[src/sv/rgb_to_yuv420_converter_top_macros.svh]
// ----------------------------------------------------------------------------
// rgb_to_yuv420_converter_top_macros.svh
// Assertion macros for the RGB to YCbCr 4:2:0 converter.
// ----------------------------------------------------------------------------
`ifndef RGB_TO_YUV420_CONVERTER_TOP_MACROS_SVH
`define RGB_TO_YUV420_CONVERTER_TOP_MACROS_SVH

`ifndef SYNTH

// same-cycle implication, held off during reset
`define RYUV_ASSERT_SAME(lbl, clk, rst_n, ante, cons) \
  lbl: assert property (@(posedge clk) disable iff (!rst_n) (ante) |-> (cons)) \
    else $error("ryuv: same-cycle check failed");

// next-cycle implication, held off during reset
`define RYUV_ASSERT_NEXT(lbl, clk, rst_n, ante, cons) \
  lbl: assert property (@(posedge clk) disable iff (!rst_n) (ante) |=> (cons)) \
    else $error("ryuv: next-cycle check failed");

`else

`define RYUV_ASSERT_SAME(lbl, clk, rst_n, ante, cons)
`define RYUV_ASSERT_NEXT(lbl, clk, rst_n, ante, cons)

`endif

`endif

[src/sv/ryuv_pkg.sv]
// ----------------------------------------------------------------------------
// ryuv_pkg
// Shared constants, types and color math for the RGB to YCbCr 4:2:0 converter.
// ----------------------------------------------------------------------------
`default_nettype none

package ryuv_pkg;

  // frame geometry
  localparam int MAX_WIDTH       = 2048;
  localparam int LINE_DEPTH      = MAX_WIDTH / 2;
  localparam int LINE_AW         = $clog2(LINE_DEPTH);
  localparam int HW_W            = 11;
  localparam int HH_W            = 12;
  localparam int ROW_W           = 12;
  localparam int PIX_W           = 8;
  localparam int SUM_W           = PIX_W + 1;
  localparam int LINE_DW         = 3 * SUM_W;
  localparam int CFG_IDX_W       = 2;
  localparam int CFG_DATA_W      = 12;

  // register reset values
  localparam logic [HW_W-1:0] HALF_WIDTH_RST  = HW_W'(400);
  localparam logic [HH_W-1:0] HALF_HEIGHT_RST = HH_W'(250);

  // register indexes
  typedef logic [CFG_IDX_W-1:0] cfg_index_t;
  localparam cfg_index_t REG_HALF_WIDTH  = 2'd0;
  localparam cfg_index_t REG_HALF_HEIGHT = 2'd1;

  // one item between the control stage and the color stage
  typedef struct packed {
    logic             valid;
    logic [PIX_W-1:0] red;
    logic [PIX_W-1:0] green;
    logic [PIX_W-1:0] blue;
    logic [PIX_W-1:0] avg_red;
    logic [PIX_W-1:0] avg_green;
    logic [PIX_W-1:0] avg_blue;
    logic             chroma;
    logic             frame_end;
  } ryuv_s1_t;

  // line buffer write / read request
  typedef struct packed {
    logic               wr_en;
    logic [LINE_AW-1:0] wr_addr;
    logic [LINE_DW-1:0] wr_data;
    logic               rd_en;
    logic [LINE_AW-1:0] rd_addr;
  } ryuv_mem_req_t;

  // Y = ((66r + 129g + 25b + 128) >> 8) + 16, clamped
  function automatic logic [PIX_W-1:0] luma_fn(input logic [PIX_W-1:0] r,
                                               input logic [PIX_W-1:0] g,
                                               input logic [PIX_W-1:0] b);
    logic [15:0] s;
    logic [8:0]  y;
    s = 16'd66 * {8'd0, r} + 16'd129 * {8'd0, g} + 16'd25 * {8'd0, b} + 16'd128;
    y = {1'b0, s[15:8]} + 9'd16;
    return (y > 9'd255) ? 8'd255 : y[7:0];
  endfunction

  // floor((v + 128) / 256) + 128, clamped to 0..255
  function automatic logic [PIX_W-1:0] chroma_fin(input logic signed [17:0] v);
    logic signed [17:0] t;
    logic [9:0]         q;
    t = v + 18'sd32896;
    q = t[17:8];
    if (t < 0) begin
      return 8'd0;
    end
    return (q > 10'd255) ? 8'd255 : q[7:0];
  endfunction

  function automatic logic [PIX_W-1:0] cb_fn(input logic [PIX_W-1:0] r,
                                             input logic [PIX_W-1:0] g,
                                             input logic [PIX_W-1:0] b);
    logic signed [17:0] v;
    v = -18'sd38 * $signed({10'd0, r}) - 18'sd74 * $signed({10'd0, g})
        + 18'sd112 * $signed({10'd0, b});
    return chroma_fin(v);
  endfunction

  function automatic logic [PIX_W-1:0] cr_fn(input logic [PIX_W-1:0] r,
                                             input logic [PIX_W-1:0] g,
                                             input logic [PIX_W-1:0] b);
    logic signed [17:0] v;
    v = 18'sd112 * $signed({10'd0, r}) - 18'sd94 * $signed({10'd0, g})
        - 18'sd18 * $signed({10'd0, b});
    return chroma_fin(v);
  endfunction

endpackage

`default_nettype wire

[src/sv/ryuv_color.sv]
// ----------------------------------------------------------------------------
// ryuv_color
// Color math and output register: luma per pixel, Cb/Cr per closed block.
// ----------------------------------------------------------------------------
`default_nettype none

module ryuv_color (
  input  wire                    clk,
  input  wire                    rst_n,
  input  wire ryuv_pkg::ryuv_s1_t s1,
  output logic                   adv,
  output logic                   out_tvalid,
  input  wire                    out_tready,
  output logic [23:0]            out_tdata,  // luma, chroma_blue, chroma_red
  output logic                   out_tuser,  // chroma_valid
  output logic                   out_tlast   // frame_end
);
  import ryuv_pkg::*;

  logic             out_v_r;
  logic [PIX_W-1:0] luma_r, cb_r, cr_r;
  logic             cv_r, fend_r;

  // output register free or being emptied
  assign adv = !out_v_r || out_tready;

  always_ff @(posedge clk) begin
    if (!rst_n) begin
      out_v_r <= 1'b0;
    end else if (adv) begin
      out_v_r <= s1.valid;
    end
  end

  // result payload
  always_ff @(posedge clk) begin
    if (adv && s1.valid) begin
      luma_r <= luma_fn(s1.red, s1.green, s1.blue);
      cb_r   <= s1.chroma ? cb_fn(s1.avg_red, s1.avg_green, s1.avg_blue) : '0;
      cr_r   <= s1.chroma ? cr_fn(s1.avg_red, s1.avg_green, s1.avg_blue) : '0;
      cv_r   <= s1.chroma;
      fend_r <= s1.frame_end;
    end
  end

  assign out_tvalid = out_v_r;
  assign out_tdata  = {cr_r, cb_r, luma_r};
  assign out_tuser  = cv_r;
  assign out_tlast  = fend_r;

endmodule

`default_nettype wire

[config.mk]
export PLATFORM = sky130hd
export DESIGN_NAME = ryuv_color
export DESIGN_NICKNAME = d
export VERILOG_FILES = /design/src/sv/rgb_to_yuv420_converter_top_macros.svh /design/src/sv/ryuv_pkg.sv /design/src/sv/ryuv_color.sv
export SDC_FILE = /design/constraint.sdc
export NUM_CORES = 1
export LEC_CHECK = 0
export ABC_CLOCK_PERIOD_IN_PS = 7900
export BUFFER_PORTS_ARGS = -buffer_cell sky130_fd_sc_hd__buf_4
export CAP_MARGIN = 20
export CORE_ASPECT_RATIO = 0.6
export CORE_MARGIN = 2
export CORE_UTILIZATION = 43
export CTS_CLUSTER_DIAMETER = 120
export CTS_CLUSTER_SIZE = 8
export DETAILED_ROUTE_END_ITERATION = 16
export GPL_TIMING_DRIVEN = 0
export PLACE_DENSITY_LB_ADDON = 0.2
export RECOVER_POWER = 25
export SETUP_SLACK_MARGIN = 0.15
export SYNTH_ARGS = -nofsm -noshare
export SYNTH_HDL_FRONTEND = slang
export SYNTH_SLANG_ARGS = --single-unit
[constraint.sdc]
create_clock -name clk -period 7.9 [get_ports clk]
set_input_delay 1.58 -clock clk [delete_from_list [all_inputs] [get_ports clk]]
set_output_delay 1.58 -clock clk [all_outputs]
set_load 0.01 [all_outputs]
; ---- Word-level counts from Yosys, hierarchy flattened
; Index checks and enable logic that the tools add are counted.
[totals]
ff_bits = 27
wordCells = 43
out_inout_bits = 28
input_bits = 54
[classes]
magnitude_cmp = 5
mul = 9
addsub = 10
n_reduce_logical = 3
mux = 10
[ops]
columns = cell, count
row1 = $mux W8, 6
row2 = $mul A6 B8 Y14 const A, 3
row3 = $lt A18 B1 Y1 const B, 2
row4 = $mul A3 B8 Y11 const A, 2
row5 = $gt A10 B8 Y1 const B, 2
row6 = $add A17 B16 Y18, 1
row7 = $add A17 B17 Y18 const B, 1
row8 = $add A18 B17 Y18 const B, 1
row9 = $sub A16 B14 Y17, 1
row10 = $sub A16 B16 Y17, 1
row11 = $add A15 B16 Y16, 1
row12 = $add A16 B13 Y16, 1
row13 = $add A16 B8 Y16 const B, 1
row14 = $mul A8 B8 Y16 const A, 1
row15 = $sub A15 B15 Y16, 1
row16 = $mul A6 B9 Y15 const A, 1
row17 = $mul A5 B8 Y13 const A, 1
row18 = $mul A4 B8 Y12 const A, 1
row19 = $add A8 B5 Y9 const B, 1
row20 = $gt A9 B8 Y1 const B, 1
row21 = $mux W1, 4
row22 = $logic_and A1 B1 Y1, 1
row23 = $logic_not A1 Y1, 1
row24 = $logic_or A1 B1 Y1, 1

; ---- Depth between registers and ports, before layout
; Gate-level depths: netlist of run 1.
[logic_depth]
ltp_word = 8
ltp_mapped = 30

; ---- Worst setup path before layout of run 1
; OpenSTA, ideal clock, no wires.
[synth_timing]
kind = input -> register
startpoint = input port s1[12] (netlist bit)
endpoint = register cr_r[2] (data pin)
slack_ns = 0.274
arrival_ns = 7.341
path_stages = 26
t_required_ns = 7.615
cell_sequence = inv_1 > fa_1 > inv_1 > ha_1 > fa_1 > fa_1 > a21o_1 > a21oi_1 > o21bai_1 > a21oi_1 > o21bai_1 > a21oi_1 > o21bai_1 > a21oi_1 > xor2_1 > ha_1 > o21a_1 > nor2_1 > a21oi_1 > inv_1 > ha_1 > a21o_1 > a21oi_1 > a2111o_1 > a222oi_1 > a21oi_1
[synth_between]
elab_chain_len = 8
elab_cells_between_ends = 10
[synth_lines]
columns = item, line
row1 = from (decl), ryuv_color.sv:10  ; input wire ryuv_pkg::ryuv_s1_t s1,
row2 = $mul A6 B8 Y14 *, ryuv_pkg.sv:89  ; v = 18'sd112 * $signed({10'd0, r}) - 18'sd94 * $signed({10'd0, g})
row3 = $sub A15 B15 Y16 *, ryuv_pkg.sv:89
row4 = $sub A16 B14 Y17 *, ryuv_pkg.sv:90  ; - 18'sd18 * $signed({10'd0, b});
row5 = $add A17 B17 Y18 *, ryuv_pkg.sv:68  ; t = v + 18'sd32896;
row6 = $lt A18 B1 Y1, ryuv_pkg.sv:70  ; if (t < 0) begin
row7 = $mux W1, ryuv_pkg.sv:70
row8 = $mux W1, ryuv_color.sv:37  ; if (adv && s1.valid) begin
row9 = $mux W8 *, ryuv_pkg.sv:73  ; return (q > 10'd255) ? 8'd255 : q[7:0];
row10 = to (signal assigned), ryuv_color.sv:40  ; cr_r <= s1.chroma ? cr_fn(s1.avg_red, s1.avg_green, s1.avg_blue) : '0;
row11 = to (decl), ryuv_color.sv:21  ; logic [PIX_W-1:0] luma_r, cb_r, cr_r;
; Every way passes the cells marked *; elsewhere a longest branch is shown, timed or not. The select of a mux whose other input is x is not followed.
; A chain may end at the register's enable or synchronous reset.

; ---- Final worst setup path of run 1
[layout_timing]
startpoint = input port s1[11] (netlist bit)
endpoint = register cr_r[0] (data pin)
; The elaborated chain is that of the path after synthesis.

==> run metrics, run 1 <==
worst setup margin=0.402 ns; drt wl/cell=15.1 microns; clk slew on worst S/H paths=0.08 ns; Tightest Pin Transition=0.717 ns; initial drt markers=296; Clock Sinks=27; #FFs+latches synth=27; total gr overflow=0; Core ar.=20300 sq um; synth top area cells=ha_1, fa_1, edfxtp_1; vias post-DR=6407; Synthesis Warnings=0; Post-Syn Area=9010 sq um; vias per cell=4.85; ant diodes=0; Critical Path Start Type=primary input; fin nets=1444; commonest cells in the netlist=ha_1, inv_1, fa_1, a21oi_1, xnor2_1; Starting Density=44.4%; dominant cell type by area after synthesis=ha_1; DR pass1 iterations=4; met1 wire length=11400 microns; kind of critical path=in2reg; final WL=19900 microns; final setup vio count=0; Longest Clk Path Bufs=2; die width=191 microns; Gate Count Post-Synth=942; DRC viols=0; global placer's final weighted congestion=0.860; Final ANT Viol Nets=0; gr usage total=18.9%; crit path DAT=7.52 ns; largest net degree at the start of global routing=18; vias in the first global route=6501; WL met2=7270 microns; status=complete, no violations; Fmax=0.133 GHz; htree depth=1; Finished Core Util=51.5%; Worst Clk Skew=0.0101 ns; max_cap viols=0; Post-Syn Nets=1338; TritonCTS Buffers=3; fraction of registers with async set/reset=0%; fillcell total=1942; dpl ws=-0.742 ns; CTS tree=done; Slew Limit Headroom=52.1%; Die H=116 microns; die area=22200 sq um; Worst Hold Margin=0.545 ns; CP startpoint=s1[11]; period utilisation layout=94.9%; RSZ-0062 raised after global routing=true; Data required, critical path=7.92 ns; DP HPWL=17600 microns; clk_lat worst skew=0.28 ns; Multi-input gate area=7740 sq um; Crit Path Max Fanout=8; number of max-slew violations in the final report=0; reg2reg start=out_tvalid$_SDFFE_PN0N_; Ports=82; first-pass GRT wire length=33000 microns; min Tclk post-route=7.50 ns; number of enable flip-flop cells after synthesis=26; metal3 WL=1230 microns; Hold Startpoint=out_tvalid$_SDFFE_PN0N_; top-area cell type share of the netlist area=35.4%; final hold vios=0; count of different cell masters after synthesis=58; initial antenna violation count=0; top-count cell post-synth=ha_1; register area share after synthesis=8.89%; P&R area growth vs syn=15.8%; CP endpoint kind=register; fraction of layout cells with a size suffix above 1=14.3%; CTS root buf=clkbuf_16; Primary FF master, synth=edfxtp_1; IO Port Bufs=81; hold crit path type=reg2reg; mean post-synth cell area=9.56 sq um; register area=801 sq um; site row count=40; DR top layer=met4
[sequential cells by signal, summed over array words and instances, names as in the netlist]
| name | flops |
|---|---|
| cb_r | 8 |
| cr_r | 8 |
| luma_r | 8 |
| out_tlast | 1 |
| out_tuser | 1 |
| out_tvalid | 1 |
[routing by layer]
layer  GRT usage (%)  vias up
li1                -     3400
met1            31.1     2928
met2            25.5       77
met3            4.51        2
met4           0.465        0
met5               0        -
[final cells by class]
cell class                      instances  share of cell area (%)
Inverter                              194                    7.05
Clock inverter                          1                  0.0840
Sequential cell                        27                    7.68
Multi-Input combinational cell        721                    74.2
Clock buffer                            3                   0.720
Timing Repair Buffer                  101                    7.02
Tap cell                              273                    3.27
[worst paths after layout]
check                             to  slack, ns  cells past startpoint
max reg2reg    cr_r[1]$_SDFFCE_PP0P_       6.32                      3
min          out_tvalid$_SDFFE_PN0N_       0.54                      2
min reg2reg  out_tvalid$_SDFFE_PN0N_       0.54                      2
max            cr_r[0]$_SDFFCE_PP0P_       0.40                     28
[kinds of logic after synthesis]
| family | count (synthesis) | share of synthesized area (%) |
|---|---|---|
| AOI/OAI and AO/OA | 184 | 13.5 |
| xor gates and xnor gates | 81 | 8.17 |
| adders and majority gates | 342 | 54.8 |
| buffers and inverters | 194 | 8.09 |
| DFF | 27 | 8.89 |
| muxes | 1 | 0.111 |
| and+or+nand+nor | 113 | 6.47 |
[through the flow]
step / TNS, ns / cell area, sq um / cells
floorplan: 0 / 9010 / 942
global placement: -6.37 / 9960 / 1296
detailed placement: -6.66 / 9970 / 1297
CTS: 0 / 10100 / 1302
global route: 0 / 10400 / 1320
finish: 0 / 10400 / 1320
[critical path, stage by stage]
cell and delay, ns:
buf_4 0.17, clkinvlp_4 0.14, fa_1 0.56, inv_1 0.05, ha_1 0.26, ha_1 0.27, ha_1 0.23, fa_2 0.36
a21o_1 0.20, a21oi_2 0.17, o21bai_1 0.10, a21oi_2 0.15, o21bai_1 0.10, a21oi_2 0.18, xnor2_1 0.18, ha_1 0.33
nand3_1 0.13, nor2_1 0.08, a221oi_4 0.43, xnor2_4 0.14, buf_4 0.17, ha_1 0.32, a21o_1 0.15, a21oi_1 0.06
a2111o_1 0.38, a222oi_1 0.31, buf_4 0.22, a21oi_1 0.09
[what timing repair did]
| action | 4_1_cts | 5_1_grt |
|---|---|---|
| buffers inserted | 1 | 18 |
| hold buffers | 0 | 0 |
| cloned | 0 | 0 |
| resized for setup | 2 | 45 |
| pin swaps | 1 | 19 |
| endpoints found under the hold margin | 0 | 0 |
| endpoints found under the setup margin | 14 | 19 |
[cell usage in the layout (no fill, tap or decap), types with 9 or more instances in the layout]
master / instances
o21bai_1: 22
a21oi_1: 55
ha_1: 249
inv_1: 191
clkbuf_1: 9
a21oi_2: 15
edfxtp_1: 26
nor2_1: 38
xor2_1: 23
o21ai_0: 20
o21a_1: 9
xnor2_1: 54
fa_1: 84
buf_4: 89
nand2_1: 18
nand2b_1: 9
a21o_1: 24
nor2b_1: 10
Power of run 1 is not shown: default switching activity piles up to over one toggle a cycle in this logic, so the estimate is an artifact.
==> inputs of run 2 (changes only) <==
--- a/config.mk
+++ b/config.mk
@@ -6,9 +6,8 @@
 export NUM_CORES = 1
 export LEC_CHECK = 0
 export ABC_CLOCK_PERIOD_IN_PS = 7900
-export BUFFER_PORTS_ARGS = -buffer_cell sky130_fd_sc_hd__buf_4
+export BUFFER_PORTS_ARGS = -buffer_cell sky130_fd_sc_hd__clkbuf_2
 export CAP_MARGIN = 20
-export CORE_ASPECT_RATIO = 0.6
 export CORE_MARGIN = 2
 export CORE_UTILIZATION = 43
 export CTS_CLUSTER_DIAMETER = 120
@@ -18,6 +17,7 @@
 export PLACE_DENSITY_LB_ADDON = 0.2
 export RECOVER_POWER = 25
 export SETUP_SLACK_MARGIN = 0.15
+export SLEW_MARGIN = 20
 export SYNTH_ARGS = -nofsm -noshare
 export SYNTH_HDL_FRONTEND = slang
 export SYNTH_SLANG_ARGS = --single-unit
==> run metrics, run 2 (synthesis gave the netlist of run 1 again) <==
status=complete, no violations; fraction of layout cells with a size suffix above 1=12.6%; WL met2=8540 microns; Clock Sinks=27; largest net degree at the start of global routing=27; Core ar.=20400 sq um; die area=22100 sq um; worst setup margin=0.378 ns; max_cap viols=0; TritonCTS Buffers=3; initial antenna violation count=1; final hold vios=0; Starting Density=44.2%; reg2reg start=out_tvalid$_SDFFE_PN0N_; DR top layer=met5; setup TNS=0 ns; vias post-DR=6560; kind of critical path=in2reg; DRC viols=0; Final ANT Viol Nets=0; site row count=52; Die H=149 microns; die width=149 microns; Data required, critical path=7.92 ns; Tightest Pin Transition=0.652 ns; R2R Path End=cr_r[1]$_SDFFCE_PP0P_; DR pass1 iterations=4; metal3 WL=455 microns; most common cell after layout, fill and taps aside=ha_1; Worst R2R Path Depth=2; Slew Limit Headroom=56.5%; hold crit path type=reg2reg; Fmax=0.133 GHz; Finished Core Util=49.9%; commonest non-fill, non-tap cells in the layout=ha_1, inv_1, fa_1; crit path DAT=7.54 ns; Ports=82; vias in the first global route=6381; clk_lat worst skew=0.27 ns; final setup vio count=0; IO Port Bufs=81; htree depth=1; CTS tree=done; top flop regs=cb_r (8), cr_r (8), luma_r (8); total gr overflow=0; period utilisation layout=95.2%; Worst Hold Margin=0.541 ns; number of max-slew violations in the final report=0; Crit Path Max Fanout=8; reg2reg setup slack=6.53 ns; Critical Path End=cr_r[3]$_SDFFCE_PP0P_; min Tclk post-route=7.52 ns; DP HPWL=15800 microns; first-pass GRT wire length=29300 microns; Worst Clk Skew=0.00271 ns; drt wl/cell=13.7 microns; ant diodes=0; CP endpoint kind=register; Longest Clk Path Bufs=2; global placer's final weighted congestion=0.846; gr usage total=16.3%; RSZ-0062 raised after global routing=true; initial drt markers=153; met1 wire length=8740 microns; dpl ws=-0.716 ns; vias per cell=5.01; CTS root buf=clkbuf_16; CP startpoint=s1[13]; final WL=17900 microns; fin nets=1437; Hold Buf Count CTS=0; clk slew on worst S/H paths=0.07 ns; Critical Path Start Type=primary input; P&R area growth vs syn=12.8%
[run 2: changes by cell type in the layout (fill, tap and decap cells not counted), moves of 3 or more]
cell and delta:
a21oi_1 +3, xnor2_1 -3, buf_4 -76, clkbuf_1 +9, ha_1 +3, clkbuf_2 +58
xnor2_2 +3, inv_2 +3
[run 2: area by class of cell]
type	instances	area, sq um
clock buffer	3	75.1
tap	270	338
multi-input combinational	721	7700
sequential	27	801
clock inverter	1	8.76
fill	1938	10200
timing repair buffer	94	504
inverter	194	728
[run 2: repair_timing]
item / 4_1_cts / 5_1_grt
setup buffers: 1 / 12
pin swaps: 2 / 22
gates resized for setup: 3 / 49
endpoints found under the setup margin: 15 / 19
[run 2: critical path: stages]
cell	delay, ns
buf_2	0.18
inv_1	0.11
fa_1	0.51
inv_1	0.04
ha_1	0.28
fa_1	0.49
fa_1	0.47
a21o_1	0.21
a21oi_2	0.17
o21bai_1	0.10
a21oi_2	0.17
o21bai_1	0.09
a21oi_2	0.20
xnor2_2	0.16
ha_1	0.32
nand3_1	0.13
nor2_1	0.08
a221oi_4	0.41
xnor2_4	0.14
buf_12	0.15
ha_1	0.31
a21o_1	0.15
a21oi_1	0.07
a2111o_1	0.39
a222oi_1	0.33
buf_4	0.22
a21oi_1	0.07
[run 2: routing by layer]
layer	up-vias	GRT usage, %
met5	-	0
met4	2	2.14
met3	10	0.982
met2	73	28.1
met1	3084	23.1
li1	3391	-
[run 2: stage by stage]
| stage | cells | cell area (sq um) |
|---|---|---|
| after floorplan | 942 | 9010 |
| after global placement | 1293 | 9750 |
| after detailed placement | 1293 | 9750 |
| after CTS | 1298 | 9850 |
| after global routing | 1310 | 10200 |
| final | 1310 | 10200 |
[run 2: how the worst min path moves through the flow]
| stage | start | end | slack (ns) | cells past startpoint |
|---|---|---|---|---|
| 2_1_floorplan | out_tvalid$_SDFFE_PN0N_ | out_tvalid$_SDFFE_PN0N_ | 0.61 | 2 |
| 3_3_place_gp | out_tvalid$_SDFFE_PN0N_ | out_tvalid$_SDFFE_PN0N_ | 0.52 | 2 |
| 3_5_place_dp | out_tvalid$_SDFFE_PN0N_ | out_tvalid$_SDFFE_PN0N_ | 0.55 | 2 |
| 4_1_cts | out_tvalid$_SDFFE_PN0N_ | out_tvalid$_SDFFE_PN0N_ | 0.56 | 2 |
| 5_1_grt | out_tvalid$_SDFFE_PN0N_ | out_tvalid$_SDFFE_PN0N_ | 0.58 | 2 |
| 6_report | out_tvalid$_SDFFE_PN0N_ | out_tvalid$_SDFFE_PN0N_ | 0.54 | 2 |
Power of run 2 is left out for the same reason.
==> inputs of run 3 (changes only) <==
--- a/config.mk
+++ b/config.mk
@@ -10,6 +10,7 @@
 export CAP_MARGIN = 20
 export CORE_MARGIN = 2
 export CORE_UTILIZATION = 43
+export CTS_BUF_LIST = sky130_fd_sc_hd__clkbuf_4
 export CTS_CLUSTER_DIAMETER = 120
 export CTS_CLUSTER_SIZE = 8
 export DETAILED_ROUTE_END_ITERATION = 16
==> run metrics, run 3 (synthesis gave the netlist of run 1 again) <==
Critical Path Start Type=primary input; final hold vios=0; Worst R2R Path Depth=2; Final Instance Count excl. Fillers=1307; fin nets=1433; die width=149 microns; DP HPWL=15800 microns; design area=10000 sq um; Die H=149 microns; commonest non-fill, non-tap cells in the layout=ha_1, inv_1, fa_1; initial drt markers=144; CTS tree=done; max_cap viols=1; violated checks=max-capacitance violations, max-slew violations; first-pass GRT wire length=29200 microns; Data required, critical path=8.04 ns; clk slew on worst S/H paths=0.17 ns; Hold Buf Count CTS=0; crit path DAT=7.62 ns; Ports=82; global placer's final weighted congestion=0.846; IO Port Bufs=81; final WL=17700 microns; DRC viols=0; kind of critical path=in2reg; Clock Sinks=27; Final ANT Viol Nets=0; TritonCTS Buffers=3; setup TNS=0 ns; Tightest Pin Transition=1.78 ns; Min-Delay Endpoint=out_tvalid$_SDFFE_PN0N_; reg2reg setup slack=5.73 ns; worst hold path depth=2; Starting Density=44.2%; CP endpoint kind=register; Longest Clk Path Bufs=2; reg2reg start=out_tvalid$_SDFFE_PN0N_; die area=22100 sq um; crit path max-delay cell type=fa_1; RSZ-0062 raised after global routing=false; largest net degree at the start of global routing=27; gr usage total=16.3%; CTS root buf=clkbuf_4; min Tclk post-route=7.48 ns; Core ar.=20400 sq um; Fmax=0.134 GHz; vias in the first global route=6355; Hold Startpoint=out_tvalid$_SDFFE_PN0N_; initial antenna violation count=2; Crit Path Max Fanout=8; site row count=52; status=complete, but fails checks; htree depth=1; number of max-slew violations in the final report=27; most common cell after layout, fill and taps aside=ha_1; drt wl/cell=13.5 microns; vias per cell=4.99; P&R area growth vs syn=11.6%; final setup vio count=0; clk_lat worst skew=0.36 ns; top flop regs=cb_r (8), cr_r (8), luma_r (8); hold crit path type=reg2reg; R2R Path End=cr_r[1]$_SDFFCE_PP0P_; Slew Limit Headroom=-18.5%; vias post-DR=6524; total gr overflow=0; Max stage delay on crit path=0.54 ns; fraction of layout cells with a size suffix above 1=12.9%; DR pass1 iterations=4; Worst Clk Skew=0.00431 ns; Post-Place Cells=1293; Post-DP Area=9750 sq um; period utilisation layout=94.7%
==> run 3: metal layers <==
layer | track usage (%) | share of wire, % | up-vias
li1 | - | - | 3378
met1 | 23.1 | 49 | 3051
met2 | 28.1 | 48 | 82
met3 | 1.17 | 2.5 | 11
met4 | 2.43 | 0.88 | 2
met5 | 0 | 0.073 | -
==> run 3: worst max path at each step <==
stage	from	endpoint	slack, ns	depth (start not counted)
floorplan	s1[12]	cr_r[2]$_SDFFCE_PP0P_	0.27	26
detailed placement	s1[12]	cr_r[3]$_SDFFCE_PP0P_	-0.72	27
global placement	s1[12]	cr_r[3]$_SDFFCE_PP0P_	-0.73	27
CTS	s1[12]	cr_r[3]$_SDFFCE_PP0P_	0.15	28
global route	s1[12]	cr_r[0]$_SDFFCE_PP0P_	0.05	28
finish	s1[12]	cr_r[3]$_SDFFCE_PP0P_	0.42	27
==> run 3: through the flow <==
| stage | utilization (%) | hold slack (ns) | worst slack (ns) |
|---|---|---|---|
| after detailed placement | 47.9 | 0.545 | -0.716 |
| after global placement | 47.9 | 0.519 | -0.730 |
| after global routing | 49.3 | 0.593 | 0.0518 |
| final | 49.3 | 0.553 | 0.419 |
| after CTS | 48.1 | 0.568 | 0.148 |
| after floorplan | - | 0.610 | 0.274 |
==> run 3: worst max-delay path: cells and delay by family <==
kind            cells  cell delay [ns]
simple gates        2             0.21
compound gates     12             2.40
fa+ha+maj           6             2.45
buf+inv             5             0.68
xor+xnor            2             0.30
==> run 3: repair_timing <==
item,4_1_cts,5_1_grt
gates resized for setup,1,35
endpoints found under the setup margin,15,18
endpoints found under the hold margin,0,0
setup buffers,1,8
pin swaps,1,16
==> run 3: area by class of cell <==
class | count | area, sq um
timing repair buffer | 90 | 489
multi-input combinational | 721 | 7660
inverter | 194 | 728
tap | 270 | 338
fill | 1941 | 10300
sequential | 27 | 801
clock inverter | 1 | 8.76
clock buffer | 3 | 22.5
antenna | 1 | 2.50
Power of run 3 is left out for the same reason.
