[src/sv/rgb_to_yuv420_converter_top_macros.svh]
// ----------------------------------------------------------------------------
// rgb_to_yuv420_converter_top_macros.svh
// Assertion macros for the RGB to YCbCr 4:2:0 converter.
// ----------------------------------------------------------------------------
`ifndef RGB_TO_YUV420_CONVERTER_TOP_MACROS_SVH
`define RGB_TO_YUV420_CONVERTER_TOP_MACROS_SVH

`ifndef SYNTH

// same-cycle implication, held off during reset
`define RYUV_ASSERT_SAME(lbl, clk, rst_n, ante, cons) \
  lbl: assert property (@(posedge clk) disable iff (!rst_n) (ante) |-> (cons)) \
    else $error("ryuv: same-cycle check failed");

// next-cycle implication, held off during reset
`define RYUV_ASSERT_NEXT(lbl, clk, rst_n, ante, cons) \
  lbl: assert property (@(posedge clk) disable iff (!rst_n) (ante) |=> (cons)) \
    else $error("ryuv: next-cycle check failed");

`else

`define RYUV_ASSERT_SAME(lbl, clk, rst_n, ante, cons)
`define RYUV_ASSERT_NEXT(lbl, clk, rst_n, ante, cons)

`endif

`endif

[src/sv/ryuv_pkg.sv]
// ----------------------------------------------------------------------------
// ryuv_pkg
// Shared constants, types and color math for the RGB to YCbCr 4:2:0 converter.
// ----------------------------------------------------------------------------
`default_nettype none

package ryuv_pkg;

  // frame geometry
  localparam int MAX_WIDTH       = 2048;
  localparam int LINE_DEPTH      = MAX_WIDTH / 2;
  localparam int LINE_AW         = $clog2(LINE_DEPTH);
  localparam int HW_W            = 11;
  localparam int HH_W            = 12;
  localparam int ROW_W           = 12;
  localparam int PIX_W           = 8;
  localparam int SUM_W           = PIX_W + 1;
  localparam int LINE_DW         = 3 * SUM_W;
  localparam int CFG_IDX_W       = 2;
  localparam int CFG_DATA_W      = 12;

  // register reset values
  localparam logic [HW_W-1:0] HALF_WIDTH_RST  = HW_W'(400);
  localparam logic [HH_W-1:0] HALF_HEIGHT_RST = HH_W'(250);

  // register indexes
  typedef logic [CFG_IDX_W-1:0] cfg_index_t;
  localparam cfg_index_t REG_HALF_WIDTH  = 2'd0;
  localparam cfg_index_t REG_HALF_HEIGHT = 2'd1;

  // one item between the control stage and the color stage
  typedef struct packed {
    logic             valid;
    logic [PIX_W-1:0] red;
    logic [PIX_W-1:0] green;
    logic [PIX_W-1:0] blue;
    logic [PIX_W-1:0] avg_red;
    logic [PIX_W-1:0] avg_green;
    logic [PIX_W-1:0] avg_blue;
    logic             chroma;
    logic             frame_end;
  } ryuv_s1_t;

  // line buffer write / read request
  typedef struct packed {
    logic               wr_en;
    logic [LINE_AW-1:0] wr_addr;
    logic [LINE_DW-1:0] wr_data;
    logic               rd_en;
    logic [LINE_AW-1:0] rd_addr;
  } ryuv_mem_req_t;

  // Y = ((66r + 129g + 25b + 128) >> 8) + 16, clamped
  function automatic logic [PIX_W-1:0] luma_fn(input logic [PIX_W-1:0] r,
                                               input logic [PIX_W-1:0] g,
                                               input logic [PIX_W-1:0] b);
    logic [15:0] s;
    logic [8:0]  y;
    s = 16'd66 * {8'd0, r} + 16'd129 * {8'd0, g} + 16'd25 * {8'd0, b} + 16'd128;
    y = {1'b0, s[15:8]} + 9'd16;
    return (y > 9'd255) ? 8'd255 : y[7:0];
  endfunction

  // floor((v + 128) / 256) + 128, clamped to 0..255
  function automatic logic [PIX_W-1:0] chroma_fin(input logic signed [17:0] v);
    logic signed [17:0] t;
    logic [9:0]         q;
    t = v + 18'sd32896;
    q = t[17:8];
    if (t < 0) begin
      return 8'd0;
    end
    return (q > 10'd255) ? 8'd255 : q[7:0];
  endfunction

  function automatic logic [PIX_W-1:0] cb_fn(input logic [PIX_W-1:0] r,
                                             input logic [PIX_W-1:0] g,
                                             input logic [PIX_W-1:0] b);
    logic signed [17:0] v;
    v = -18'sd38 * $signed({10'd0, r}) - 18'sd74 * $signed({10'd0, g})
        + 18'sd112 * $signed({10'd0, b});
    return chroma_fin(v);
  endfunction

  function automatic logic [PIX_W-1:0] cr_fn(input logic [PIX_W-1:0] r,
                                             input logic [PIX_W-1:0] g,
                                             input logic [PIX_W-1:0] b);
    logic signed [17:0] v;
    v = 18'sd112 * $signed({10'd0, r}) - 18'sd94 * $signed({10'd0, g})
        - 18'sd18 * $signed({10'd0, b});
    return chroma_fin(v);
  endfunction

endpackage

`default_nettype wire

[src/sv/ryuv_ctrl.sv]
// ----------------------------------------------------------------------------
// ryuv_ctrl
// Input side: frame counters, pair hold, line buffer access and the first
// pipeline register (pixel plus 2x2 block averages).
// ----------------------------------------------------------------------------
`default_nettype none

module ryuv_ctrl (
  input  wire                                 clk,
  input  wire                                 rst_n,
  input  wire                                 in_tvalid,
  output logic                                in_tready,
  input  wire  [23:0]                         in_tdata,   // red, green, blue
  input  wire                                 adv,
  input  wire  [ryuv_pkg::HW_W-1:0]           half_width,
  input  wire  [ryuv_pkg::HH_W-1:0]           half_height,
  output ryuv_pkg::ryuv_mem_req_t             mem_req,
  input  wire  [ryuv_pkg::LINE_DW-1:0]        mem_rd_data,
  output ryuv_pkg::ryuv_s1_t                  s1_r,
  output logic                                col_odd_r
);
  import ryuv_pkg::*;

  logic                 acc;
  logic [PIX_W-1:0]     red, green, blue;
  logic [3*PIX_W-1:0]   hold_r;
  logic [LINE_AW-1:0]   col_r, col_nxt;
  logic [ROW_W-1:0]     row_r, row_nxt;
  logic                 col_odd_nxt;
  logic [LINE_AW-1:0]   col_last;
  logic [HH_W-2:0]      hh_m1;
  logic [ROW_W-1:0]     row_last;
  logic                 fend;
  logic [SUM_W-1:0]     sum_r, sum_g, sum_b;
  logic [SUM_W:0]       tot_r, tot_g, tot_b;
  ryuv_s1_t             s1_nxt;

  assign red   = in_tdata[7:0];
  assign green = in_tdata[15:8];
  assign blue  = in_tdata[23:16];

  assign in_tready = !s1_r.valid || adv;
  assign acc       = in_tvalid && in_tready;

  // last pair index of a row, size clamped to 1..LINE_DEPTH
  always_comb begin
    if (half_width == '0) begin
      col_last = '0;
    end else if (32'(half_width) > 32'(LINE_DEPTH)) begin
      col_last = LINE_AW'(LINE_DEPTH - 1);
    end else begin
      col_last = LINE_AW'(half_width - HW_W'(1));
    end
  end

  // last row index: 2h-1 with h clamped to 1..2048
  always_comb begin
    if (half_height == '0) begin
      hh_m1 = '0;
    end else if (half_height > HH_W'(2048)) begin
      hh_m1 = '1;
    end else begin
      hh_m1 = (HH_W-1)'(half_height - HH_W'(1));
    end
  end
  assign row_last = {hh_m1, 1'b1};

  // pair sums and block sums
  assign sum_r = {1'b0, red}   + {1'b0, hold_r[7:0]};
  assign sum_g = {1'b0, green} + {1'b0, hold_r[15:8]};
  assign sum_b = {1'b0, blue}  + {1'b0, hold_r[23:16]};
  assign tot_r = {1'b0, sum_r} + {1'b0, mem_rd_data[SUM_W-1:0]};
  assign tot_g = {1'b0, sum_g} + {1'b0, mem_rd_data[2*SUM_W-1:SUM_W]};
  assign tot_b = {1'b0, sum_b} + {1'b0, mem_rd_data[3*SUM_W-1:2*SUM_W]};

  // line buffer: upper row writes on the right pixel, lower row reads on the left
  always_comb begin
    mem_req.wr_en   = acc && col_odd_r && !row_r[0];
    mem_req.wr_addr = col_r;
    mem_req.wr_data = {sum_b, sum_g, sum_r};
    mem_req.rd_en   = acc && !col_odd_r && row_r[0];
    mem_req.rd_addr = col_r;
  end

  // counters
  always_comb begin
    col_nxt     = col_r;
    row_nxt     = row_r;
    col_odd_nxt = col_odd_r;
    fend        = 1'b0;
    if (acc) begin
      col_odd_nxt = !col_odd_r;
      if (col_odd_r) begin
        if (col_r >= col_last) begin
          col_nxt = '0;
          if (row_r >= row_last) begin
            row_nxt = '0;
            fend    = 1'b1;
          end else begin
            row_nxt = row_r + ROW_W'(1);
          end
        end else begin
          col_nxt = col_r + LINE_AW'(1);
        end
      end
    end
  end

  // first pipeline register
  always_comb begin
    s1_nxt = s1_r;
    if (acc) begin
      s1_nxt.valid     = 1'b1;
      s1_nxt.red       = red;
      s1_nxt.green     = green;
      s1_nxt.blue      = blue;
      s1_nxt.avg_red   = tot_r[SUM_W:2];
      s1_nxt.avg_green = tot_g[SUM_W:2];
      s1_nxt.avg_blue  = tot_b[SUM_W:2];
      s1_nxt.chroma    = col_odd_r && row_r[0];
      s1_nxt.frame_end = fend;
    end else if (adv) begin
      s1_nxt.valid = 1'b0;
    end
  end

  always_ff @(posedge clk) begin
    if (!rst_n) begin
      col_r       <= '0;
      row_r       <= '0;
      col_odd_r   <= 1'b0;
    end else begin
      col_r       <= col_nxt;
      row_r       <= row_nxt;
      col_odd_r   <= col_odd_nxt;
    end
  end

  // stage register: only the valid bit is reset
  always_ff @(posedge clk) begin
    if (!rst_n) begin
      s1_r.valid <= 1'b0;
    end else begin
      s1_r.valid <= s1_nxt.valid;
    end
    s1_r.red       <= s1_nxt.red;
    s1_r.green     <= s1_nxt.green;
    s1_r.blue      <= s1_nxt.blue;
    s1_r.avg_red   <= s1_nxt.avg_red;
    s1_r.avg_green <= s1_nxt.avg_green;
    s1_r.avg_blue  <= s1_nxt.avg_blue;
    s1_r.chroma    <= s1_nxt.chroma;
    s1_r.frame_end <= s1_nxt.frame_end;
  end

  // left pixel hold
  always_ff @(posedge clk) begin
    if (acc && !col_odd_r) begin
      hold_r <= in_tdata;
    end
  end

endmodule

`default_nettype wire

[config.mk]
export PLATFORM = sky130hd
export DESIGN_NAME = ryuv_ctrl
export DESIGN_NICKNAME = d
export VERILOG_FILES = /design/src/sv/rgb_to_yuv420_converter_top_macros.svh /design/src/sv/ryuv_pkg.sv /design/src/sv/ryuv_ctrl.sv
export SDC_FILE = /design/constraint.sdc
export NUM_CORES = 1
export LEC_CHECK = 0
export BUFFER_PORTS_ARGS = -buffer_cell sky130_fd_sc_hd__buf_2
export CAP_MARGIN = 5
export CORE_ASPECT_RATIO = 1.4
export CORE_MARGIN = 3
export CORE_UTILIZATION = 47
export CTS_CLUSTER_SIZE = 20
export DETAILED_ROUTE_END_ITERATION = 8
export GPL_TIMING_DRIVEN = 0
export MAX_ROUTING_LAYER = met4
export PLACE_DENSITY = 0.77
export SYNTH_ARGS = -nofsm -noshare
export SYNTH_HDL_FRONTEND = slang
export SYNTH_SLANG_ARGS = --single-unit
[constraint.sdc]
create_clock -name clk -period 3.3 [get_ports clk]
set_input_delay 0.165 -clock clk [delete_from_list [all_inputs] [get_ports clk]]
set_output_delay 0.165 -clock clk [all_outputs]
set_load 0.005 [all_outputs]
-- Word level (Yosys, flattened, before mapping)
Index checks and enable logic that the tools add are counted.
- register bits: 98
- input port bits: 78
- word-level logic and storage cells: 52
- $add $sub $neg: 10
- $lt $le $gt $ge: 4
- muxes and demuxes: 9
- reduce and logical (&&, ||, !) cells: 16
- operators with widths (kind ; number):
    adder 9 x 9 -> 10 bit ; 3
    2-to-1 mux 10 bit ; 3
    adder 8 x 8 -> 9 bit ; 3
    2-to-1 mux 11 bit ; 2
    adder 12 x 1 -> 12 bit, second input constant ; 1
    greater-or-equal comparator 12 bit ; 1
    > comparator 12 bit, second input constant ; 1
    logical NOT 12 bit ; 1
    2-to-1 mux 12 bit ; 1
    > comparator 11 bit, second input constant ; 1
    logical NOT 11 bit ; 1
    subtractor 11 x 1 -> 11 bit, second input constant ; 1
    adder 10 x 1 -> 10 bit, second input constant ; 1
    greater-or-equal comparator 10 bit ; 1
    subtractor 10 x 1 -> 10 bit, second input constant ; 1
    logical AND 1 bit ; 6
    AND reduction 2 bit ; 2
    logical NOT 1 bit ; 3
    2-to-1 mux 1 bit ; 3
    AND reduction 3 bit ; 1
    nonzero test 2 bit ; 1
    logical OR 1 bit ; 1

-- Longest topological paths before layout
Gate-level depths: netlist of the first run.
- depth after elaboration: 5
- gate-level depth with buffers: 19
- mapped depth without buffers: 15

-- Worst setup path after synthesis of the first run
No wires, ideal clock.
- path type: in2reg
- start point: input port half_width[0] in the netlist's numbering
- end point: register row_r[10]
- library setup time: 0.070 ns
- arrival time: 3.507 ns
- path slack: -0.277 ns
- cell stages on the path: 18
- path buffers: 4
- path through: inv_1 > ha_1 > nand2_1 > or4_1 > clkbuf_1 > or4_1 > clkbuf_1 > nor2_1 > a21oi_1 > ha_1 > nand2b_1 > a211oi_1 > or3_1 > buf_6 > and2_1 > buf_6 > or4_1 > a21oi_1
- word-level cells in the longest chain between the ends: 5
- elaborated cells on any way between the ends: 7
- classes of those cells: 1 x add/sub; 2 x order compare; 2 x mux; 2 x reduce/logical
- RTL lines (element ; line ; source):
    start: declaration ; ryuv_ctrl.sv:15 ; input wire [ryuv_pkg::HW_W-1:0] half_width,
    subtractor 10 x 1 -> 10 bit or > comparator 11 bit (tied branches) ; ryuv_ctrl.sv:52, ryuv_ctrl.sv:49 ;
    2-to-1 mux 10 bit ; ryuv_ctrl.sv:49 ; end else if (32'(half_width) > 32'(LINE_DEPTH)) begin
    2-to-1 mux 10 bit (*) ; ryuv_ctrl.sv:47 ; if (half_width == '0) begin
    greater-or-equal comparator 10 bit (*) ; ryuv_ctrl.sv:94 ; if (col_r >= col_last) begin
    AND reduction 3 bit (no line) (*) ; n/a ;
    end signal: assignment ; ryuv_ctrl.sv:134 ; row_r <= row_nxt;
    end: declaration ; ryuv_ctrl.sv:28 ; logic [ROW_W-1:0] row_r, row_nxt;
Every way passes the cells marked *; elsewhere a longest branch is shown, timed or not.
A chain may end at the register's enable or synchronous reset.

-- Final worst setup path of the first run
- start point: input port half_width[1] in the netlist's numbering
- end point: register row_r[7]
Same word-level chain as after synthesis.

==> impl_metrics.env, run 1 <==
export IMPL_status="completed"
export IMPL_synth_edff_count=74
export IMPL_cts_tree="built"
export IMPL_power_frac_clock=0.293
export IMPL_yosysSeqAreaShare=0.448
export IMPL_fin_crit_ns=3.20
export IMPL_synth_async_reset_ratio=0
export IMPL_final_common_cell="buf_2"
export IMPL_clk_pin_slew_ns=0.07
export IMPL_pin_count=180
export IMPL_utilization=0.628
export IMPL_syn_area_per_cell_um2=10.5
export IMPL_report_final_hold_viol_count=0
export IMPL_p_int_mw=2.56
export IMPL_crit_family="simple AND/OR/NAND/NOR gates"
export IMPL_synth_top_area_share=0.369
export IMPL_placed_cells=904
export IMPL_synthFlopType="edfxtp_1"
export IMPL_yosysWarnings=0
export IMPL_setup_viol=0
export IMPL_fillers=990
export IMPL_drc=0
export IMPL_arrival_ns=3.43
export IMPL_switching_share=0.288
export IMPL_grt_pass1_wl_mm=23.3
export IMPL_path_buf_inv=4
export IMPL_vias=5107
export IMPL_crit_fanout=7
export IMPL_ir_drop_v=0.000234
export IMPL_first_pass_iters=4
export IMPL_synthesis_nets=729
export IMPL_rows=48
export IMPL_first_iter_violations=149
export IMPL_cp_start_kind="input pin"
export IMPL_final_max_slew_viol_count=0
export IMPL_fmaxAchievable_mhz=312
export IMPL_h_tree_depth=3
export IMPL_clk_path_buf_depth=2
export IMPL_wl_mm=14.6
export IMPL_critPathMaxStageDelay_ns=0.54
export IMPL_coreArea_um2=12400
export IMPL_io_buffers=178
export IMPL_hpwlAfterDp_mm=11.5
export IMPL_grtUsageTotal=0.208
export IMPL_post_drt_wl_per_cell_um=15.6
export IMPL_tightest_slew_ns=0.823
export IMPL_synthDistinctLibCells=49
export IMPL_grt_remaining_overflow=0
export IMPL_syn2layout_area_growth_pct=29.5
export IMPL_place_area_um2=7250
export IMPL_post_route_period_util=0.970
export IMPL_drive_above_1_share=0.341
export IMPL_drtAntennaViolNets=0
export IMPL_layout_common_cells="buf_2 (178), edfxtp_1 (74), ha_1 (73)"
export IMPL_cp_end_kind="flip-flop"
export IMPL_routabilityCongestion=0.905
export IMPL_layout_cells_non_filler=932
export IMPL_vias_per_cell=5.48
export IMPL_synth_cells=574
export IMPL_crit_path_frequent_cell="or4_4"
export IMPL_grt_pass1_vias=5139
export IMPL_cpMaxStageDelayCell="or4_4"
export IMPL_p_seq_frac=0.426
export IMPL_dieArea_um2=14200
export IMPL_fp_dieH_um=140
export IMPL_final_nets=931
export IMPL_yosys_area_top_type="edfxtp_1"
export IMPL_cts_root_buf="clkbuf_16"
export IMPL_worst_setup_path_type="input pin to flip-flop"
export IMPL_ys_ff_latch=98
export IMPL_dieWidth_um=102
export IMPL_cts_sinks=98
export IMPL_worst_clock_skew_ns=0.00526
export IMPL_numCtsBuffers=9
export IMPL_whs_ns=0.0376
export IMPL_pwr_density_cell_nw_per_um2=461
export IMPL_initial_core_util=0.485
export IMPL_cts_hold_buf=0
export IMPL_grt_antenna_before_repair=1
export IMPL_clk_latency_ns=0.33
export IMPL_drv_cap=0
export IMPL_synth_area_leaders="edfxtp_1 (37%), ha_1 (15%), dfxtp_1 (8.0%)"
export IMPL_grt_max_degree=44
export IMPL_cp_data_required_time_ns=3.53
export IMPL_leakage_nw=3.46
export IMPL_relSlewSlack=0.446
export IMPL_hp_class="input pin to flip-flop"
export IMPL_syn_area_um2=6030
export IMPL_worstPathCellList="buf_4 -> inv_12 -> ha_4 -> nand2_4 -> or4_4 -> or4_4 -> buf_8 -> nor2_4 -> a21oi_2 -> ha_1 -> nand2b_4 -> a211oi_1 -> or3_4 -> and2_4 -> o31ai_4 -> buf_6 -> nor2_1"
export IMPL_p_sw_mw=1.04
export IMPL_power_frac_comb=0.281
export IMPL_fin_area_um2=7810
export IMPL_fin_tns_setup_ns=0
==> cell type report <==
type,count,area [um^2],share of cell area
antenna,1,2.50,0.000321
buffer,18,125,0.0160
clock buffer,9,225,0.0289
clock inverter,7,77.6,0.00994
inverter,32,138,0.0176
multi-input combinational,424,3290,0.422
sequential,98,2700,0.346
tap,150,188,0.0240
timing repair buffer,193,1050,0.135
==> worst paths after layout <==
| check | endpoint | slack, ns | depth (start not counted) | startpoint |
|---|---|---|---|---|
| max | row_r[7] | 0.1 | 17 | half_width[1] |
| min | s1_r[26] | 0.04 | 1 | in_tdata[16] |
| max reg2reg | s1_r[17] | 0.26 | 14 | hold_r[8] |
| min reg2reg | row_r[4] | 0.55 | 2 | row_r[4] |
==> layer usage <==
layer,GRT usage,vias up,wire length (um)
met3,0.0354,39,766
li1,-,2488,-
met5,-,-,0
met2,0.369,174,7850
met1,0.222,2406,5450
met4,0.0924,0,494
==> worst reg2reg max path, delay by kind of cell (launching register included) <==
family / cells / cell delay [ns]
flops: 1 / 0.37
buf+inv: 2 / 0.12
simple gates: 2 / 0.23
compound gates: 6 / 1.17
fa+ha+maj: 3 / 0.72
xor+xnor: 1 / 0.18
==> power groups by stage <==
stage	clock network (mW)	registers, mW	logic, mW
after floorplan	0	1.57	0.584
after global placement	0	1.56	0.919
after detailed placement	0	1.56	0.985
after CTS	1.08	1.53	0.997
after global routing	1.13	1.55	1.13
final	1.05	1.53	1.01
==> kinds of logic (layout without fill, tap and decap cells) <==
kind of cell    after synthesis  after routing  share of synthesized area
simple gates                160            161                      0.127
compound gates              122            122                      0.126
flops                        98             98                      0.448
fa+ha+maj                    77             77                      0.164
xor+xnor                     63             63                     0.0915
buf+inv                      53            259                     0.0421
mux                           1              1                    0.00166
other cells                   0              1                          0
==> synthesized netlist by cell type (3+ instances only) <==
master    instances
a211oi_1          3
a21boi_0          3
a21o_1            9
a21oi_1          48
a31o_2            3
a31oi_1           3
and2_1            5
and3_1            7
buf_4            10
clkbuf_1          7
dfxtp_1          24
edfxtp_1         74
fa_1              3
ha_1             74
inv_1            32
nand2_1          33
nand2b_1          7
nand3_1          13
nand4_1           9
nor2_1           56
nor2b_1           4
nor3_1            9
nor4_1            4
o21a_1            5
o21ai_0          25
o31a_1            3
o31ai_1           4
o41ai_1           3
or3_1             4
or4_1             5
xnor2_1          41
xor2_1           22
==> timing repair <==
action / in CTS / in global routing
resized for setup: 15 / 28
pin swaps: 11 / 13
setup buffers: 9 / 2
cloned: 2 / 1
setup endpoints to repair: 23 / 27
hold endpoints to repair: 0 / 0
==> sequential cells by signal, summed over array words and instances (netlist names) <==
signal and count:
col_r 10, col_odd_r 1, s1_r 51, hold_r 24, row_r 12
==> through the flow <==
step / total power, mW / setup WS, ns
after global placement: 2.48 / -0.600
after detailed placement: 2.55 / -0.686
after CTS: 3.61 / 0.000187
final: 3.60 / 0.0986
after global routing: 3.81 / -0.0106
after floorplan: 2.16 / -0.193
Note: power is estimated with default switching activity, not from simulation.
==> run 2: changes to the inputs <==
--- a/constraint.sdc
+++ b/constraint.sdc
@@ -3,2 +3,2 @@
 set_output_delay 0.165 -clock clk [all_outputs]
-set_load 0.005 [all_outputs]
+set_load 0.1 [all_outputs]
==> impl_metrics.env, run 2 (synthesized netlist as in run 1, its figures left out) <==
export IMPL_vias_per_cell=5.49
export IMPL_rrSetupSlack_ns=0.22
export IMPL_ir_drop_v=0.000330
export IMPL_rows=48
export IMPL_cts_root_buf="clkbuf_16"
export IMPL_hpwlAfterDp_mm=11.5
export IMPL_io_buffers=178
export IMPL_relSlewSlack=0.412
export IMPL_clk_path_buf_depth=2
export IMPL_dp_worst_setup_slack_ns=-0.610
export IMPL_initial_core_util=0.485
export IMPL_vias=5137
export IMPL_grt_antenna_before_repair=1
export IMPL_clk_latency_ns=0.33
export IMPL_post_drt_wl_per_cell_um=15.8
export IMPL_cp_end_kind="flip-flop"
export IMPL_dieWidth_um=102
export IMPL_first_pass_iters=6
export IMPL_path_buf_inv=4
export IMPL_worst_setup_path_type="input pin to flip-flop"
export IMPL_grt_pass1_wl_mm=23.4
export IMPL_grt_max_degree=37
export IMPL_clk_pin_slew_ns=0.07
export IMPL_drtAntennaViolNets=0
export IMPL_final_nets=934
export IMPL_crit_family="simple AND/OR/NAND/NOR gates"
export IMPL_drv_cap=0
export IMPL_worstPathCellList="buf_12 -> inv_12 -> ha_4 -> nand2_4 -> or4_4 -> or4_4 -> buf_8 -> nor2_4 -> a21oi_2 -> ha_1 -> nand2b_4 -> a211oi_2 -> or3_4 -> and2_4 -> o31ai_4 -> buf_4 -> nor2_1"
export IMPL_setup_viol=0
export IMPL_final_max_slew_viol_count=0
export IMPL_cp_start_kind="input pin"
export IMPL_report_final_hold_viol_count=0
export IMPL_fin_ws_ns=0.164
export IMPL_numCtsBuffers=9
export IMPL_grt_remaining_overflow=0
export IMPL_dieArea_um2=14200
export IMPL_reg_top3="s1_r (51), hold_r (24), row_r (12)"
export IMPL_regMostFlops="s1_r"
export IMPL_largest_reg_flops=51
export IMPL_fmaxAchievable_mhz=319
export IMPL_tightest_slew_ns=0.881
export IMPL_cts_sinks=98
export IMPL_crit_path_frequent_cell="or4_4"
export IMPL_whs_ns=0.0408
export IMPL_drive_above_1_share=0.390
export IMPL_crit_fanout=7
export IMPL_fin_crit_ns=3.14
export IMPL_layout_common_cells="buf_2 (177), edfxtp_1 (74), ha_1 (67)"
export IMPL_arrival_ns=3.36
export IMPL_cpMaxStageDelayCell="or4_4"
export IMPL_routabilityCongestion=0.897
export IMPL_first_iter_violations=103
export IMPL_layout_cells_non_filler=936
export IMPL_cts_tree="built"
export IMPL_leakage_nw=3.60
export IMPL_final_common_cell="buf_2"
export IMPL_syn2layout_area_growth_pct=36.1
export IMPL_hp_class="input pin to flip-flop"
export IMPL_fp_dieH_um=140
export IMPL_grt_pass1_vias=5255
export IMPL_drc=0
export IMPL_rsz0062_at_grt="no"
export IMPL_pin_count=180
export IMPL_cp_data_required_time_ns=3.53
export IMPL_h_tree_depth=3
export IMPL_status="completed"
export IMPL_wl_mm=14.8
export IMPL_placed_cells=904
export IMPL_worst_clock_skew_ns=0.00636
export IMPL_pwr_density_cell_nw_per_um2=605
export IMPL_coreArea_um2=12400
export IMPL_grtUsageTotal=0.208
export IMPL_post_route_period_util=0.950
export IMPL_fin_tns_setup_ns=0
export IMPL_critPathMaxStageDelay_ns=0.55
## run 2: cell count changes in the layout (fill, tap and decap cells not counted), moves of 4 or more
cell     before  now
xnor2_2       0    6
xnor2_1      41   24
ha_1         73   67
xnor2_4       0   11
a21oi_1      43   34
ha_4          1    7
buf_4        20   24
a21oi_2       5   12
## run 2: per-stage QoR
step / instance area, um^2 / utilization / power [mW]
6_report: 8210 / 0.660 / 4.97
5_1_grt: 8210 / 0.660 / 5.17
4_1_cts: 8120 / 0.653 / 4.98
3_5_place_dp: 7610 / 0.613 / 3.93
3_3_place_gp: 7580 / 0.610 / 3.86
2_1_floorplan: 6500 / - / 3.54
## run 2: layout make-up
type / instances / area (um^2)
antenna: 2 / 5.00
buffer: 18 / 125
clock buffer: 9 / 225
clock inverter: 7 / 67.6
fill: 950 / 4220
inverter: 32 / 149
multi-input combinational: 423 / 3660
sequential: 98 / 2700
tap: 150 / 188
timing repair buffer: 197 / 1090
## run 2: path summary, 6_finish.rpt
check             cells past startpoint   endpoint     startpoint
setup reg to reg                     13   s1_r[25]      hold_r[1]
hold / removal                        1   s1_r[41]   in_tdata[15]
hold reg to reg                       2  row_r[11]      row_r[11]
setup / recovery                     17   row_r[1]  half_width[0]
## run 2: power breakdown
group / switching, mW / total, mW / leakage (nW) / internal, mW
Clock: 0.453 / 1.04 / 0.139 / 0.585
Sequential: 0.0329 / 1.53 / 0.906 / 1.50
Combinational: 1.82 / 2.40 / 2.55 / 0.577
## run 2: layer usage
metal  share of wire  vias to the layer above  global-route usage
met5               0                        -                   -
met4           0.031                        0              0.0903
met3           0.064                       42              0.0409
met2            0.53                      205               0.366
met1            0.38                     2398               0.223
li1                -                     2492                   -
## run 2: worst register-to-register path: cells and delay by family, from the launching register on
family                     cells  cell delay, ns
and+or+nand+nor                3            0.48
xor gates and xnor gates       1            0.16
AOI/OAI and AO/OA              7            1.29
adders and majority gates      2            0.51
DFF                            1            0.39
## run 2: what timing repair did
| item | 4_1_cts | 5_1_grt |
|---|---|---|
| hold buffers | 0 | 0 |
| setup buffers | 14 | 2 |
| gates cloned | 1 | 0 |
| pin swaps | 16 | 10 |
| resized for setup | 32 | 21 |
| endpoints found under the setup margin | 24 | 30 |
==> run 3: changes to the inputs <==
- CORE_ASPECT_RATIO: 1.4 -> not set
==> impl_metrics.env, run 3 (synthesized netlist as in run 1, its figures left out) <==
export IMPL_post_drt_wl_per_cell_um=15.3
export IMPL_final_max_slew_viol_count=0
export IMPL_grt_max_degree=38
export IMPL_hp_class="input pin to flip-flop"
export IMPL_grt_pass1_vias=4889
export IMPL_final_common_cell="buf_2"
export IMPL_clk_latency_ns=0.34
export IMPL_fmaxAchievable_mhz=312
export IMPL_report_final_hold_viol_count=0
export IMPL_first_pass_iters=4
export IMPL_vias=5039
export IMPL_fp_dieH_um=119
export IMPL_crit_fanout=9
export IMPL_routabilityCongestion=0.858
export IMPL_fin_crit_ns=3.20
export IMPL_clk_pin_slew_ns=0.07
export IMPL_crit_path_frequent_cell="or4_4"
export IMPL_worstPathCellList="buf_4 -> inv_12 -> ha_4 -> nand2_4 -> or4_4 -> or4_4 -> nor2_4 -> a21oi_2 -> ha_1 -> nand2b_1 -> a211oi_1 -> or3_1 -> buf_6 -> and2_4 -> buf_6 -> or4_4 -> a21oi_1"
export IMPL_fin_ws_ns=0.0977
export IMPL_reg_top3="s1_r (51), hold_r (24), row_r (12)"
export IMPL_ir_drop_v=0.000316
export IMPL_status="completed"
export IMPL_dieWidth_um=119
export IMPL_clk_path_buf_depth=2
export IMPL_cts_hold_buf=0
export IMPL_vias_per_cell=5.32
export IMPL_cp_end_kind="flip-flop"
export IMPL_initial_core_util=0.492
export IMPL_drv_cap=0
export IMPL_place_area_um2=7620
export IMPL_hpwlAfterDp_mm=11.3
export IMPL_worst_clock_skew_ns=0.00847
export IMPL_grt_pass1_wl_mm=23.1
export IMPL_pwr_density_cell_nw_per_um2=632
export IMPL_final_nets=928
export IMPL_io_buffers=178
export IMPL_grtUsageTotal=0.204
export IMPL_layout_common_cells="buf_2 (178), edfxtp_1 (74), ha_1 (67)"
export IMPL_regMostFlops="s1_r"
export IMPL_drc=0
export IMPL_largest_reg_flops=51
export IMPL_dieArea_um2=14200
export IMPL_fin_tns_setup_ns=0
export IMPL_drtAntennaViolNets=0
export IMPL_rsz0062_at_grt="yes"
export IMPL_cp_data_required_time_ns=3.57
export IMPL_post_route_period_util=0.970
export IMPL_critPathMaxStageDelay_ns=0.51
export IMPL_cts_sinks=98
export IMPL_cts_root_buf="clkbuf_16"
export IMPL_first_iter_violations=259
export IMPL_wl_mm=14.5
export IMPL_fin_area_um2=8160
export IMPL_syn2layout_area_growth_pct=35.3
export IMPL_cp_start_kind="input pin"
export IMPL_drive_above_1_share=0.377
export IMPL_grt_remaining_overflow=0
export IMPL_cpMaxStageDelayCell="or4_4"
export IMPL_p_total_mw=5.16
export IMPL_arrival_ns=3.48
export IMPL_grt_antenna_before_repair=2
export IMPL_rows=40
export IMPL_h_tree_depth=3
export IMPL_pin_count=180
export IMPL_tightest_slew_ns=0.686
export IMPL_relSlewSlack=0.542
export IMPL_setup_viol=0
export IMPL_dp_worst_setup_slack_ns=-0.645
export IMPL_numCtsBuffers=9
export IMPL_worst_setup_path_type="input pin to flip-flop"
export IMPL_coreArea_um2=12300
export IMPL_cts_tree="built"
export IMPL_leakage_nw=3.58
[run 3: report_power, final]
part           internal, mW  switching, mW  total, mW
combinational         0.564           1.81       2.37
sequential             1.50         0.0341       1.53
clock                 0.810          0.442       1.25
total                  2.87           2.28       5.16
[run 3: critical path, delay by kind of cell]
kind                     cells  cell delay, ns
buffers and inverters        4            0.47
AND/OR/NAND/NOR              8            2.18
AO/OA/AOI/OAI                3            0.25
adder cells (fa/ha/maj)      2            0.40
[run 3: cell type report]
cell class / count / area, um^2
clock inverter: 6 / 130
multi-input combinational: 423 / 3600
sequential: 98 / 2700
clock buffer: 9 / 225
tap: 168 / 210
timing repair buffer: 190 / 1010
inverter: 32 / 149
fill: 944 / 4100
buffer: 19 / 133
antenna: 2 / 5.00
[run 3: stage by stage]
step | hold WS (ns) | cells | util
finish | 0.0271 | 947 | 0.665
detailed placement | 0.383 | 921 | 0.622
floorplan | 0.264 | 574 | -
global placement | 0.379 | 920 | 0.620
global route | 0.0242 | 947 | 0.665
CTS | 0.0110 | 941 | 0.657
[run 3: per-layer routing]
| layer | vias up | GRT usage | share of wire |
|---|---|---|---|
| met1 | 2384 | 0.235 | 0.41 |
| li1 | 2477 | - | - |
| met3 | 16 | 0.0351 | 0.060 |
| met5 | - | - | 0 |
| met2 | 162 | 0.363 | 0.52 |
| met4 | 0 | 0.0623 | 0.014 |
[run 3: path summary, 6_finish.rpt]
check                 from   endpoint  slack (ns)  depth (start not counted)
max          half_width[0]  row_r[10]         0.1                         17
min            in_tdata[7]   s1_r[49]        0.03                          1
max reg2reg      hold_r[0]   s1_r[25]        0.20                         14
min reg2reg       row_r[4]   row_r[4]        0.54                          2
[run 3: repair_timing]
item | CTS | global route
pin swaps | 6 | 8
buffers inserted | 6 | 3
cloned | 0 | 1
setup endpoints to repair | 25 | 30
resized for setup | 11 | 22
